`src/rtl/tgrc_pkg.sv`:
```
// ----------------------------------------------------------------------------
// tgrc_pkg
// Shared constants, types and helpers for the text grid run counter.
// ----------------------------------------------------------------------------
package tgrc_pkg;

    localparam int MAX_CHARS = 128;
    localparam int RUN_LEN   = 5;

    localparam int COL_W   = $clog2(MAX_CHARS);
    localparam int RUN_W   = 3;
    localparam int CHAR_W  = 8;
    localparam int TOTAL_W = 32;
    localparam int CFG_IDX_W = 1;

    localparam logic [CHAR_W-1:0]  NEWLINE_CODE = 8'd10;
    localparam logic [CHAR_W-1:0]  HCHAR_RESET  = 8'd104;
    localparam logic [CHAR_W-1:0]  VCHAR_RESET  = 8'd118;
    localparam logic [RUN_W-1:0]   RUN_LEN_V    = RUN_W'(RUN_LEN);
    localparam logic [TOTAL_W-1:0] TOTAL_MAX    = '1;

    localparam logic [CFG_IDX_W-1:0] REG_HORIZONTAL_CHAR = 1'd0;
    localparam logic [CFG_IDX_W-1:0] REG_VERTICAL_CHAR   = 1'd1;

    typedef logic [RUN_W-1:0] run_t;

    typedef enum logic [0:0] {
        ST_RUN,
        ST_CLEAR
    } state_t;

    typedef struct packed {
        logic shift;
        logic insert_blank;
    } chain_ctrl_t;

    function automatic run_t advance_run(input run_t run, input logic match);
        run_t res;
        if (!match) begin
            res = '0;
        end else if (run < RUN_LEN_V) begin
            res = run + run_t'(1);
        end else begin
            res = RUN_LEN_V;
        end
        return res;
    endfunction

    function automatic logic [TOTAL_W-1:0] sat_inc(input logic [TOTAL_W-1:0] v);
        return (v == TOTAL_MAX) ? v : v + TOTAL_W'(1);
    endfunction

endpackage

```
`src/rtl/tgrc_cell.sv`:
```
// ----------------------------------------------------------------------------
// tgrc_cell
// One column cell: holds the vertical run of one column and passes it on.
// ----------------------------------------------------------------------------
module tgrc_cell (
    input  logic             aclk,
    input  logic             aresetn,
    input  logic             shift,
    input  tgrc_pkg::run_t   run_in,
    output tgrc_pkg::run_t   run_out
);
    import tgrc_pkg::*;

    run_t run_reg;
    run_t run_next;

    always_comb begin
        run_next = shift ? run_in : run_reg;
    end

    always_ff @(posedge aclk) begin
        if (!aresetn) begin
            run_reg <= '0;
        end else begin
            run_reg <= run_next;
        end
    end

    assign run_out = run_reg;

endmodule

```
`src/rtl/tgrc_chain.sv`:
```
// ----------------------------------------------------------------------------
// tgrc_chain
// Ring of column cells. The head cell holds the current column; each shift
// moves the ring one column on and writes the updated run, or a blank, in at the tail.
// ----------------------------------------------------------------------------
module tgrc_chain (
    input  logic                   aclk,
    input  logic                   aresetn,
    input  tgrc_pkg::chain_ctrl_t  ctrl,
    input  tgrc_pkg::run_t         tail_in,
    output tgrc_pkg::run_t         head_out
);
    import tgrc_pkg::*;

    run_t links [MAX_CHARS];
    run_t tail_val;

    assign tail_val = ctrl.insert_blank ? run_t'(0) : tail_in;

    for (genvar k = 0; k < MAX_CHARS; k++) begin : g_cell
        run_t cell_in;
        if (k == MAX_CHARS - 1) begin : g_tail
            assign cell_in = tail_val;
        end else begin : g_body
            assign cell_in = links[k+1];
        end
        tgrc_cell u_cell (
            .aclk    (aclk),
            .aresetn (aresetn),
            .shift   (ctrl.shift),
            .run_in  (cell_in),
            .run_out (links[k])
        );
    end

    assign head_out = links[0];

endmodule

```
`src/rtl/text_grid_run_counter.sv`:
```
// ----------------------------------------------------------------------------
// text_grid_run_counter
// Counts horizontal and vertical runs of match characters in a text grid.
// ----------------------------------------------------------------------------
// Usage:
//   s_valid/s_ready/s_text_char carries one character per transfer.
//   m_valid/m_ready carries both running totals after every character.
//   cfg_we/cfg_index/cfg_wdata writes the horizontal (index 0) and vertical
//   (index 1) match characters; write only while the block is idle.
// Latency: the totals of a character are presented the cycle after its
//   transfer.
// Throughput: one character per cycle while the result register is free. A
//   newline before the last column sends the column ring rotating back to
//   column 0, clearing the unreached columns; s_ready is low meanwhile.
// Stall: the result register holds until taken; a new character is taken
//   in the same cycle the waiting result is taken.
// Reset: synchronous, active low; clears totals, all column runs, column
//   position and the match characters to 'h' and 'v'.
// ----------------------------------------------------------------------------
module text_grid_run_counter (
    input  logic                              aclk,
    input  logic                              aresetn,
    input  logic                              s_valid,
    output logic                              s_ready,
    input  logic [tgrc_pkg::CHAR_W-1:0]       s_text_char,
    output logic                              m_valid,
    input  logic                              m_ready,
    output logic [tgrc_pkg::TOTAL_W-1:0]      m_horizontal_total,
    output logic [tgrc_pkg::TOTAL_W-1:0]      m_vertical_total,
    input  logic                              cfg_we,
    input  logic [tgrc_pkg::CFG_IDX_W-1:0]    cfg_index,
    input  logic [tgrc_pkg::CHAR_W-1:0]       cfg_wdata
);
    import tgrc_pkg::*;

    state_t             state_reg, state_next;
    logic [COL_W-1:0]   col_reg, col_next;
    logic [COL_W-1:0]   clr_reg, clr_next;
    run_t               hrun_reg, hrun_next;
    logic [TOTAL_W-1:0] hcount_reg, hcount_next;
    logic [TOTAL_W-1:0] vcount_reg, vcount_next;
    logic [CHAR_W-1:0]  hchar_reg, vchar_reg;
    logic               mvalid_reg, mvalid_next;

    chain_ctrl_t        chain_ctrl;
    run_t               head_run;
    run_t               hrun_adv;
    run_t               vrun_adv;
    logic               accept;
    logic               last_col;
    logic               row_end;
    logic               out_free;

    tgrc_chain u_chain (
        .aclk     (aclk),
        .aresetn  (aresetn),
        .ctrl     (chain_ctrl),
        .tail_in  (vrun_adv),
        .head_out (head_run)
    );

    assign out_free = !mvalid_reg || m_ready;
    assign accept   = s_valid && s_ready;
    assign last_col = (col_reg == COL_W'(MAX_CHARS - 1));
    assign row_end  = (s_text_char == NEWLINE_CODE) || last_col;
    assign hrun_adv = advance_run(hrun_reg, s_text_char == hchar_reg);
    assign vrun_adv = advance_run(head_run, s_text_char == vchar_reg);

    // next state
    always_comb begin
        state_next = state_reg;
        case (state_reg)
            ST_RUN: begin
                if (accept && row_end && !last_col) begin
                    state_next = ST_CLEAR;
                end
            end
            ST_CLEAR: begin
                if (clr_reg == '0) begin
                    state_next = ST_RUN;
                end
            end
            default: state_next = ST_RUN;
        endcase
    end

    // outputs of the state machine
    always_comb begin
        s_ready                 = 1'b0;
        chain_ctrl.shift        = 1'b0;
        chain_ctrl.insert_blank = 1'b0;
        case (state_reg)
            ST_RUN: begin
                s_ready          = out_free;
                chain_ctrl.shift = s_valid && out_free;
            end
            ST_CLEAR: begin
                chain_ctrl.shift        = 1'b1;
                chain_ctrl.insert_blank = 1'b1;
            end
            default: ;
        endcase
    end

    always_comb begin
        col_next    = col_reg;
        clr_next    = clr_reg;
        hrun_next   = hrun_reg;
        hcount_next = hcount_reg;
        vcount_next = vcount_reg;
        mvalid_next = mvalid_reg && !m_ready;
        if (state_reg == ST_CLEAR) begin
            clr_next = clr_reg - COL_W'(1);
        end
        if (accept) begin
            mvalid_next = 1'b1;
            if (hrun_adv == RUN_LEN_V) begin
                hcount_next = sat_inc(hcount_reg);
            end
            if (vrun_adv == RUN_LEN_V) begin
                vcount_next = sat_inc(vcount_reg);
            end
            if (row_end) begin
                col_next  = '0;
                hrun_next = '0;
                clr_next  = COL_W'(MAX_CHARS - 2) - col_reg;
            end else begin
                col_next  = col_reg + COL_W'(1);
                hrun_next = hrun_adv;
            end
        end
    end

    always_ff @(posedge aclk) begin
        if (!aresetn) begin
            state_reg  <= ST_RUN;
            col_reg    <= '0;
            clr_reg    <= '0;
            hrun_reg   <= '0;
            hcount_reg <= '0;
            vcount_reg <= '0;
            mvalid_reg <= 1'b0;
            hchar_reg  <= HCHAR_RESET;
            vchar_reg  <= VCHAR_RESET;
        end else begin
            state_reg  <= state_next;
            col_reg    <= col_next;
            clr_reg    <= clr_next;
            hrun_reg   <= hrun_next;
            hcount_reg <= hcount_next;
            vcount_reg <= vcount_next;
            mvalid_reg <= mvalid_next;
            if (cfg_we && cfg_index == REG_HORIZONTAL_CHAR) begin
                hchar_reg <= cfg_wdata;
            end
            if (cfg_we && cfg_index == REG_VERTICAL_CHAR) begin
                vchar_reg <= cfg_wdata;
            end
        end
    end

    assign m_valid            = mvalid_reg;
    assign m_horizontal_total = hcount_reg;
    assign m_vertical_total   = vcount_reg;

endmodule

```
`config.mk`:
```
export PLATFORM = sky130hd
export DESIGN_NAME = text_grid_run_counter
export DESIGN_NICKNAME = d
export VERILOG_FILES = /design/src/rtl/tgrc_pkg.sv /design/src/rtl/tgrc_cell.sv /design/src/rtl/tgrc_chain.sv /design/src/rtl/text_grid_run_counter.sv
export SDC_FILE = /design/constraint.sdc
export NUM_CORES = 1
export LEC_CHECK = 0
export BUFFER_PORTS_ARGS = -buffer_cell sky130_fd_sc_hd__buf_2
export CAP_MARGIN = 40
export CELL_PAD_IN_SITES_DETAIL_PLACEMENT = 1
export CELL_PAD_IN_SITES_GLOBAL_PLACEMENT = 1
export CORE_MARGIN = 1.5
export CORE_UTILIZATION = 48
export CTS_BUF_LIST = sky130_fd_sc_hd__clkbuf_4
export DETAILED_ROUTE_END_ITERATION = 6
export PLACE_DENSITY = 0.81
export SETUP_SLACK_MARGIN = 0.1
export SYNTH_ARGS = -nofsm -noshare
export SYNTH_HDL_FRONTEND = slang
export SYNTH_SLANG_ARGS = --single-unit
```
`constraint.sdc`:
```
create_clock -name aclk -period 3.36 [get_ports aclk]
set_input_delay 0 -clock aclk [delete_from_list [all_inputs] [get_ports aclk]]
set_output_delay 0 -clock aclk [all_outputs]
set_load 0.03 [all_outputs]
```
==> flow_metrics.env, run 1 <==
export IMPL_post_route_period_util_pct=90.3
export IMPL_placementRows=71
export IMPL_crit_path_start_kind="flop"
export IMPL_crit_buf_inv=0
export IMPL_fmax_ghz=0.330
export IMPL_htreeDepth=3
export IMPL_ir_worst_vdd_mv=0.269
export IMPL_cts_tree="done"
export IMPL_final_nets=2462
export IMPL_routed_wl_microns=44500
export IMPL_top_layer_used="met4"
export IMPL_power_density_nw_per_um2=518
export IMPL_postLayoutCellArea_sq_um=21000
export IMPL_largest_register_ffs=384
export IMPL_cts_sinks=483
export IMPL_synth_net_count=2350
export IMPL_wl_met3_microns=1430
export IMPL_rrSetupSlack_ns=0.33
export IMPL_area_growth_pct=14.8
export IMPL_design_power_total_mw=10.9
export IMPL_clkTransAtPathRegs_ns=0.07
export IMPL_post_dp_cell_area_sq_um=19100
export IMPL_grtUsageTotal_pct=22.8
export IMPL_fin_setup_tns_ns=0
export IMPL_fin_skew_ns=0.0492
export IMPL_portBuffers=87
export IMPL_period_minus_slack_ns=3.03
export IMPL_path_cells="ha_1, or4b_1, o311a_1, or4_4, or4_1, a21oi_1"
export IMPL_design_core_area_sq_um=37600
export IMPL_p_leak_nw=6.99
export IMPL_cp_required_ns=4.07
export IMPL_synth_cell_types=50
export IMPL_drv_cap=0
export IMPL_slew_violations=0
export IMPL_timing_slew_headroom_pct=39.9
export IMPL_worstMarginPinSlew_ns=0.902
export IMPL_antenna_found_initial=3
export IMPL_synthTopCellsByArea="dfxtp_1 53%, nand2_1 18%, a21oi_1 12%"
export IMPL_synth_seq_cells=483
export IMPL_pin_count=88
export IMPL_grt_pass1_wl_microns=75800
export IMPL_die_area_sq_um=39300
export IMPL_final_common_cell="nand2_1"
export IMPL_hold_violations=0
export IMPL_grt_ovfl_total=0
export IMPL_drc=0
export IMPL_cts_buffer_depth=3
export IMPL_synthFlopType="dfxtp_1"
export IMPL_crit_arrival_ns=3.74
export IMPL_criticalPathCategory="reg2reg"
export IMPL_rsz0062_at_grt="no"
export IMPL_yosysSeqAreaShare_pct=52.8
export IMPL_vias=16100
export IMPL_hold_class="in2reg"
export IMPL_chipHeight_microns=198
export IMPL_cts_buffers=121
export IMPL_final_cell_mix="857 x nand2_1, 483 x dfxtp_1, 421 x a21oi_1"
export IMPL_syn_inst=2320
export IMPL_syn_avg_cell_area_sq_um=7.90
export IMPL_wl_met1_microns=20000
export IMPL_place_congestion=0.786
export IMPL_root_buffer="clkbuf_4"
export IMPL_setup_violations=0
export IMPL_crit_fanout=53
export IMPL_yosysTopAreaCell="dfxtp_1"
export IMPL_start_util_pct=48.8
export IMPL_synth_top_area_share_pct=52.8
export IMPL_drt_first_pass_iters=5
export IMPL_routed_via_density=5.34
export IMPL_grt_start_max_net_pins=192
export IMPL_yosysWarnings=0
export IMPL_end_kind="flop"
export IMPL_synth_edf_count=0
export IMPL_holdWs_ns=0.222
export IMPL_layout_drive_gt1_share_pct=12.0
export IMPL_async_reset_ff_share_pct=0
export IMPL_routedWlPerCell_microns=14.7
export IMPL_dr_wl_met2_microns=21900
export IMPL_ant_nets=0
export IMPL_die_width_microns=198
export IMPL_synth_cell_area_sq_um=18300
export IMPL_path_delay_family="simple AND/OR/NAND/NOR gates"
export IMPL_drt_initial_drc_count=853
export IMPL_dp_hpwl_microns=25000
export IMPL_insertion_delay_ns=0.82
export IMPL_slowest_stage="or4_4"
export IMPL_grt_pass1_vias=16400
export IMPL_status="finished clean"
export IMPL_max_stage_delay_ns=0.79
==> power breakdown <==
| part | switching (mW) | total [mW] | internal (mW) |
|---|---|---|---|
| Sequential | 0.0135 | 5.75 | 5.74 |
| Combinational | 0.356 | 0.479 | 0.123 |
| Clock | 2.26 | 4.66 | 2.40 |
| Total | 2.63 | 10.9 | 8.26 |
==> worst min-delay path, cell delays in order <==
cell	delay [ns]
dlygate4sd3_1	0.53
buf_2	0.16
inv_8	0.15
a21oi_1	0.16
==> layer usage <==
layer / global-route usage (%) / up-vias
li1: - / 8052
met1: 27.5 / 7780
met2: 38.9 / 222
met3: 4.87 / 94
met4: 10.1 / 0
met5: 0 / -
==> stage by stage <==
step / setup slack (ns) / utilization (%) / instances
5_1_grt: 0.256 / 56.0 / 3022
2_1_floorplan: 0.705 / - / 2320
3_5_place_dp: 0.379 / 50.8 / 2771
4_1_cts: 0.332 / 55.9 / 3019
3_3_place_gp: 0.548 / 50.7 / 2768
6_report: 0.326 / 56.0 / 3023
==> Yosys cell counts, types with 12 or more instances <==
cell type    n
or4_1       30
nand3_1     35
nor2_1      35
a21oi_1    422
inv_1       13
nand4_1     32
dfxtp_1    483
o31ai_1     25
xnor2_1     23
o21ai_0     12
mux2i_1     23
nor4_1      26
nand2b_1    26
clkbuf_1   160
nand2_1    857
==> cell type report <==
type	instances	area (sq um)
Inverter	14	60.1
Fill cell	4718	16500
Tap cell	511	639
Multi-Input combinational cell	1654	7970
Clock inverter	20	86.3
Clock buffer	179	1340
Sequential cell	483	9670
Antenna cell	4	10.0
Timing Repair Buffer	158	1250
==> logic make-up after synthesis <==
kind of cell / share of synthesized area [%]
AND/OR/NAND/NOR: 25.2
AO/OA/AOI/OAI: 14.9
flip-flops: 52.8
buffers and inverters: 3.85
XOR/XNOR: 1.48
multiplexers: 1.26
adder cells (fa/ha/maj): 0.546
==> path summary, 6_finish.rpt <==
kind	startpoint	end	cells after the start
max reg2reg	u_chain.g_cell[0].u_cell.run_out[0]$_SDFFE_PN0P_	m_vertical_total[10]$_SDFFE_PN0P_	6
min	aresetn	m_vertical_total[28]$_SDFFE_PN0P_	4
min reg2reg	u_chain.g_cell[2].u_cell.run_out[2]$_SDFFE_PN0P_	u_chain.g_cell[1].u_cell.run_out[2]$_SDFFE_PN0P_	2
max	u_chain.g_cell[0].u_cell.run_out[0]$_SDFFE_PN0P_	m_vertical_total[10]$_SDFFE_PN0P_	6
==> timing repair <==
item	4_1_cts	5_1_grt
buffers inserted	0	0
resized for setup	0	0
endpoints found under the hold margin	399	0
hold buffers	49	0
No activity file was read; power rests on OpenSTA's default activity.
==> run 2: changes to the inputs <==
--- a/config.mk
+++ b/config.mk
@@ -9,6 +9,7 @@
 export CAP_MARGIN = 40
 export CELL_PAD_IN_SITES_DETAIL_PLACEMENT = 1
 export CELL_PAD_IN_SITES_GLOBAL_PLACEMENT = 1
+export CORE_ASPECT_RATIO = 0.9
 export CORE_MARGIN = 1.5
 export CORE_UTILIZATION = 48
 export CTS_BUF_LIST = sky130_fd_sc_hd__clkbuf_4
==> flow_metrics.env, run 2 (synthesis results as in run 1) <==
export IMPL_final_nets=2462
export IMPL_drc=0
export IMPL_crit_arrival_ns=3.92
export IMPL_drt_initial_drc_count=987
export IMPL_p_leak_nw=7.02
export IMPL_worstMarginPinSlew_ns=0.838
export IMPL_cp_required_ns=4.12
export IMPL_setup_violations=0
export IMPL_routed_wl_microns=48200
export IMPL_post_route_period_util_pct=94.2
export IMPL_clkTransAtPathRegs_ns=0.10
export IMPL_timing_slew_headroom_pct=44.1
export IMPL_final_cell_mix="857 x nand2_1, 483 x dfxtp_1, 421 x a21oi_1"
export IMPL_pre_cts_ws_ns=0.482
export IMPL_holdWs_ns=0.264
export IMPL_grt_pass1_wl_microns=80700
export IMPL_cts_tree="done"
export IMPL_hold_violations=0
export IMPL_cts_buffer_depth=3
export IMPL_portBuffers=87
export IMPL_largest_register_ffs=384
export IMPL_postLayoutCellArea_sq_um=21000
export IMPL_fmax_ghz=0.316
export IMPL_placementRows=67
export IMPL_criticalPathCategory="reg2reg"
export IMPL_design_power_total_mw=11.2
export IMPL_rsz0062_at_grt="no"
export IMPL_antenna_found_initial=2
export IMPL_root_buffer="clkbuf_4"
export IMPL_fin_skew_ns=0.0728
export IMPL_design_core_area_sq_um=37400
export IMPL_ir_worst_vdd_mv=0.251
export IMPL_end_kind="flop"
export IMPL_grt_pass1_vias=16700
export IMPL_grt_ovfl_total=0
export IMPL_ant_nets=0
export IMPL_status="finished clean"
export IMPL_stdcell_count=3001
export IMPL_fin_setup_tns_ns=0
export IMPL_hold_class="in2reg"
export IMPL_grt_start_max_net_pins=150
export IMPL_cts_buffers=121
export IMPL_slew_violations=0
export IMPL_final_common_cell="nand2_1"
export IMPL_drt_first_pass_iters=5
export IMPL_vias=16500
export IMPL_start_util_pct=49.0
export IMPL_area_growth_pct=14.9
export IMPL_cts_setup_buffers=0
export IMPL_layout_drive_gt1_share_pct=12.2
export IMPL_crit_fanout=53
export IMPL_pin_count=88
export IMPL_crit_path_start_kind="flop"
export IMPL_power_density_nw_per_um2=530
export IMPL_post_dp_cell_area_sq_um=19100
export IMPL_insertion_delay_ns=0.90
export IMPL_cts_sinks=483
export IMPL_place_congestion=0.811
export IMPL_die_width_microns=209
export IMPL_final_util_pct=56.3
export IMPL_period_minus_slack_ns=3.16
export IMPL_routedWlPerCell_microns=16.0
export IMPL_die_area_sq_um=39300
export IMPL_htreeDepth=3
export IMPL_dp_hpwl_microns=25400
export IMPL_drv_cap=0
export IMPL_placed_cells=2746
export IMPL_grtUsageTotal_pct=24.3
export IMPL_routed_via_density=5.48
export IMPL_fin_ws_ns=0.196
export IMPL_chipHeight_microns=188
==> run 2: cell count changes in the layout (fill, tap and decap cells not counted), moves of 2 or more <==
cell and change:
clkbuf_4 +5, buf_4 +4, dlygate4sd3_1 -3, clkinv_1 +4, inv_2 -2, clkinv_2 -3
==> run 2: final timing paths <==
check | start | to | slack (ns) | cells after the start
max reg2reg | u_chain.g_cell[0].u_cell.run_out[0]$_SDFFE_PN0P_ | m_vertical_total[26]$_SDFFE_PN0P_ | 0.20 | 6
max | u_chain.g_cell[0].u_cell.run_out[0]$_SDFFE_PN0P_ | m_vertical_total[26]$_SDFFE_PN0P_ | 0.20 | 6
min reg2reg | u_chain.g_cell[14].u_cell.run_out[0]$_SDFFE_PN0P_ | u_chain.g_cell[13].u_cell.run_out[0]$_SDFFE_PN0P_ | 0.41 | 2
min | cfg_we | hchar_reg[4]$_SDFFE_PN0P_ | 0.26 | 5
==> run 2: layout make-up <==
class                   instances  area [sq um]
repair buffers                158          1230
multi-input cells            1654          7970
inverters                      14          60.1
diodes                          5          12.5
clock inverters                20           110
well taps                     483           604
flip-flops and latches        483          9670
clock buffers                 184          1380
fillers                      4602         16300
==> run 2: what timing repair did <==
action,4_1_cts,5_1_grt
endpoints found under the hold margin,450,0
hold buffers,46,0
gates resized for setup,0,1
setup endpoints to repair,0,2
==> run 2: critical path, cell delays in order (launching register included) <==
cell     delay, ns
dfxtp_1       0.45
ha_1          0.31
or4b_1        0.54
o311a_1       0.15
or4_4         0.76
or4_1         0.62
a21oi_1       0.21
==> run 2: where the power goes <==
| group | internal, mW | switching [mW] |
|---|---|---|
| Sequential | 5.74 | 0.0169 |
| Combinational | 0.124 | 0.369 |
| Clock | 2.54 | 2.37 |
==> run 2: layer usage <==
layer	routed length (microns)	global-route usage (%)	up-vias
li1	-	-	8062
met1	21100	29.6	7875
met2	23100	39.9	355
met3	1830	5.50	160
met4	2090	13.7	0
met5	0	0	-
==> run 3: changes to the inputs <==
--- a/config.mk
+++ b/config.mk
@@ -15,6 +15,7 @@
 export CTS_BUF_LIST = sky130_fd_sc_hd__clkbuf_4
 export DETAILED_ROUTE_END_ITERATION = 6
 export PLACE_DENSITY = 0.81
+export REMOVE_ABC_BUFFERS = 1
 export SETUP_SLACK_MARGIN = 0.1
 export SYNTH_ARGS = -nofsm -noshare
 export SYNTH_HDL_FRONTEND = slang
==> flow_metrics.env, run 3 (synthesis results as in run 1) <==
export IMPL_status="finished clean"
export IMPL_drt_first_pass_iters=5
export IMPL_hold_path_end="state_reg$_SDFF_PN0_"
export IMPL_fmax_ghz=0.324
export IMPL_cts_sinks=483
export IMPL_p_leak_nw=7.05
export IMPL_area_growth_pct=15.1
export IMPL_path_delay_family="simple AND/OR/NAND/NOR gates"
export IMPL_design_core_area_sq_um=37400
export IMPL_rsz0062_at_grt="no"
export IMPL_cp_required_ns=4.08
export IMPL_die_width_microns=209
export IMPL_clkTransAtPathRegs_ns=0.07
export IMPL_fin_skew_ns=0.0476
export IMPL_final_nets=2469
export IMPL_max_stage_delay_ns=0.81
export IMPL_cts_tree="done"
export IMPL_postLayoutCellArea_sq_um=21100
export IMPL_stdcell_count=3013
export IMPL_design_power_total_mw=11.3
export IMPL_hold_violations=0
export IMPL_power_density_nw_per_um2=537
export IMPL_cts_resized=0
export IMPL_worstMarginPinSlew_ns=0.816
export IMPL_fill_cells=4625
export IMPL_grt_pass1_wl_microns=77000
export IMPL_grt_start_max_net_pins=126
export IMPL_min_delay_start="s_text_char[3]"
export IMPL_criticalPathCategory="reg2reg"
export IMPL_rr_endpoint="m_vertical_total[18]$_SDFFE_PN0P_"
export IMPL_crit_buf_inv=0
export IMPL_layout_drive_gt1_share_pct=12.3
export IMPL_cts_buffers=131
export IMPL_grt_ovfl_total=0
export IMPL_start_util_pct=49.0
export IMPL_htreeDepth=4
export IMPL_chipHeight_microns=188
export IMPL_slowest_stage="or4_4"
export IMPL_antenna_found_initial=1
export IMPL_drv_cap=0
export IMPL_hold_depth=6
export IMPL_reg2regPathDepth=6
export IMPL_ant_nets=0
export IMPL_post_dp_cell_area_sq_um=19000
export IMPL_switching_share_pct=24.4
export IMPL_hold_class="in2reg"
export IMPL_grt_pass1_vias=16700
export IMPL_place_congestion=0.796
export IMPL_routed_via_density=5.37
export IMPL_register_area_sq_um=9670
export IMPL_drc=0
export IMPL_cts_hold_buf=50
export IMPL_drt_initial_drc_count=936
export IMPL_regToRegStartpoint="u_chain.g_cell[0].u_cell.run_out[0]$_SDFFE_PN0P_"
export IMPL_crit_fanout=53
export IMPL_timing_slew_headroom_pct=45.6
export IMPL_routed_wl_microns=45200
export IMPL_die_area_sq_um=39300
export IMPL_rrSetupSlack_ns=0.28
export IMPL_crit_arrival_ns=3.80
export IMPL_holdWs_ns=0.113
export IMPL_dp_hpwl_microns=24300
export IMPL_grtUsageTotal_pct=23.0
export IMPL_placementRows=67
export IMPL_post_route_period_util_pct=91.7
export IMPL_final_common_cell="nand2_1"
export IMPL_power_share_clock_pct=45.1
export IMPL_p_seq_share_pct=50.8
export IMPL_vias=16200
export IMPL_ir_worst_vdd_mv=0.249
export IMPL_final_cell_mix="857 x nand2_1, 483 x dfxtp_1, 421 x a21oi_1"
export IMPL_root_buffer="clkbuf_4"
export IMPL_multi_input_area_sq_um=7970
export IMPL_final_util_pct=56.4
export IMPL_insertion_delay_ns=0.83
export IMPL_path_cells="ha_1, or4b_1, o311a_1, or4_4, or4_1, a21oi_1"
export IMPL_crit_path_start_kind="flop"
export IMPL_total_switching_power_mw=2.76
export IMPL_cts_buffer_depth=3
export IMPL_slew_violations=0
export IMPL_period_minus_slack_ns=3.08
export IMPL_placed_cells=2739
export IMPL_cts_setup_buffers=0
export IMPL_pin_count=88
export IMPL_largest_register_ffs=384
export IMPL_setup_violations=0
export IMPL_routedWlPerCell_microns=15.0
export IMPL_portBuffers=87
export IMPL_end_kind="flop"
export IMPL_p_int_mw=8.57
export IMPL_pwr_share_comb_pct=4.1
[run 3: cell count changes in the layout (fill, tap and decap cells not counted), sizes merged]
cell	delta
clkinv	+7
inv	+7
buf	-6
clkbuf	+4
diode	-4
dlygate4sd3	+4
bufinv	+1
clkdlybuf4s15	-1
[run 3: how the worst max path moves through the flow]
stage	start	to	slack [ns]	depth (start not counted)
after floorplan	m_valid$_SDFF_PN0_	u_chain.g_cell[127].u_cell.run_out[0]$_SDFFE_PN0P_	-11.62	4
after global routing	u_chain.g_cell[0].u_cell.run_out[0]$_SDFFE_PN0P_	m_vertical_total[18]$_SDFFE_PN0P_	0.21	6
after detailed placement	u_chain.g_cell[0].u_cell.run_out[0]$_SDFFE_PN0P_	m_vertical_total[3]$_SDFFE_PN0P_	0.43	6
after global placement	u_chain.g_cell[0].u_cell.run_out[0]$_SDFFE_PN0P_	m_vertical_total[4]$_SDFFE_PN0P_	0.54	6
after CTS	u_chain.g_cell[0].u_cell.run_out[0]$_SDFFE_PN0P_	m_vertical_total[3]$_SDFFE_PN0P_	0.39	6
final	u_chain.g_cell[0].u_cell.run_out[0]$_SDFFE_PN0P_	m_vertical_total[18]$_SDFFE_PN0P_	0.28	6
[run 3: cell type report]
| cell class | instances | share of cell area [%] |
|---|---|---|
| Multi-Input combinational cell | 1654 | 37.8 |
| Antenna cell | 1 | 0.0119 |
| Inverter | 14 | 0.285 |
| Timing Repair Buffer | 155 | 5.61 |
| Clock buffer | 188 | 6.69 |
| Tap cell | 483 | 2.86 |
| Clock inverter | 35 | 0.896 |
| Sequential cell | 483 | 45.8 |
[run 3: stage by stage]
step	setup WS, ns	TNS, ns
6_report	0.277	0
3_5_place_dp	0.425	0
5_1_grt	0.208	0
4_1_cts	0.386	0
2_1_floorplan	-11.62	-4300.75
3_3_place_gp	0.535	0
[run 3: worst min-delay path: stages]
cell     delay [ns]
buf_2          0.13
or4bb_1        0.18
nor2_1         0.07
o21ai_1        0.22
nor2_1         0.07
o211a_1        0.20
[run 3: power by group through the flow]
stage                     logic, mW  registers [mW]  clock network (mW)
final                         0.465            5.75                5.11
after global routing          0.510            5.75                5.60
after CTS                     0.459            5.75                5.28
after detailed placement      0.416            5.88                   0
after global placement        0.409            5.88                   0
after floorplan               0.238            5.88                   0
[run 3: layer usage]
| layer | track usage [%] | up-vias | share of wire, % |
|---|---|---|---|
| met1 | 27.3 | 7779 | 44 |
| met5 | 0 | - | 0 |
| li1 | - | 8067 | - |
| met2 | 39.5 | 265 | 49 |
| met4 | 9.20 | 0 | 2.3 |
| met3 | 6.12 | 80 | 4.2 |
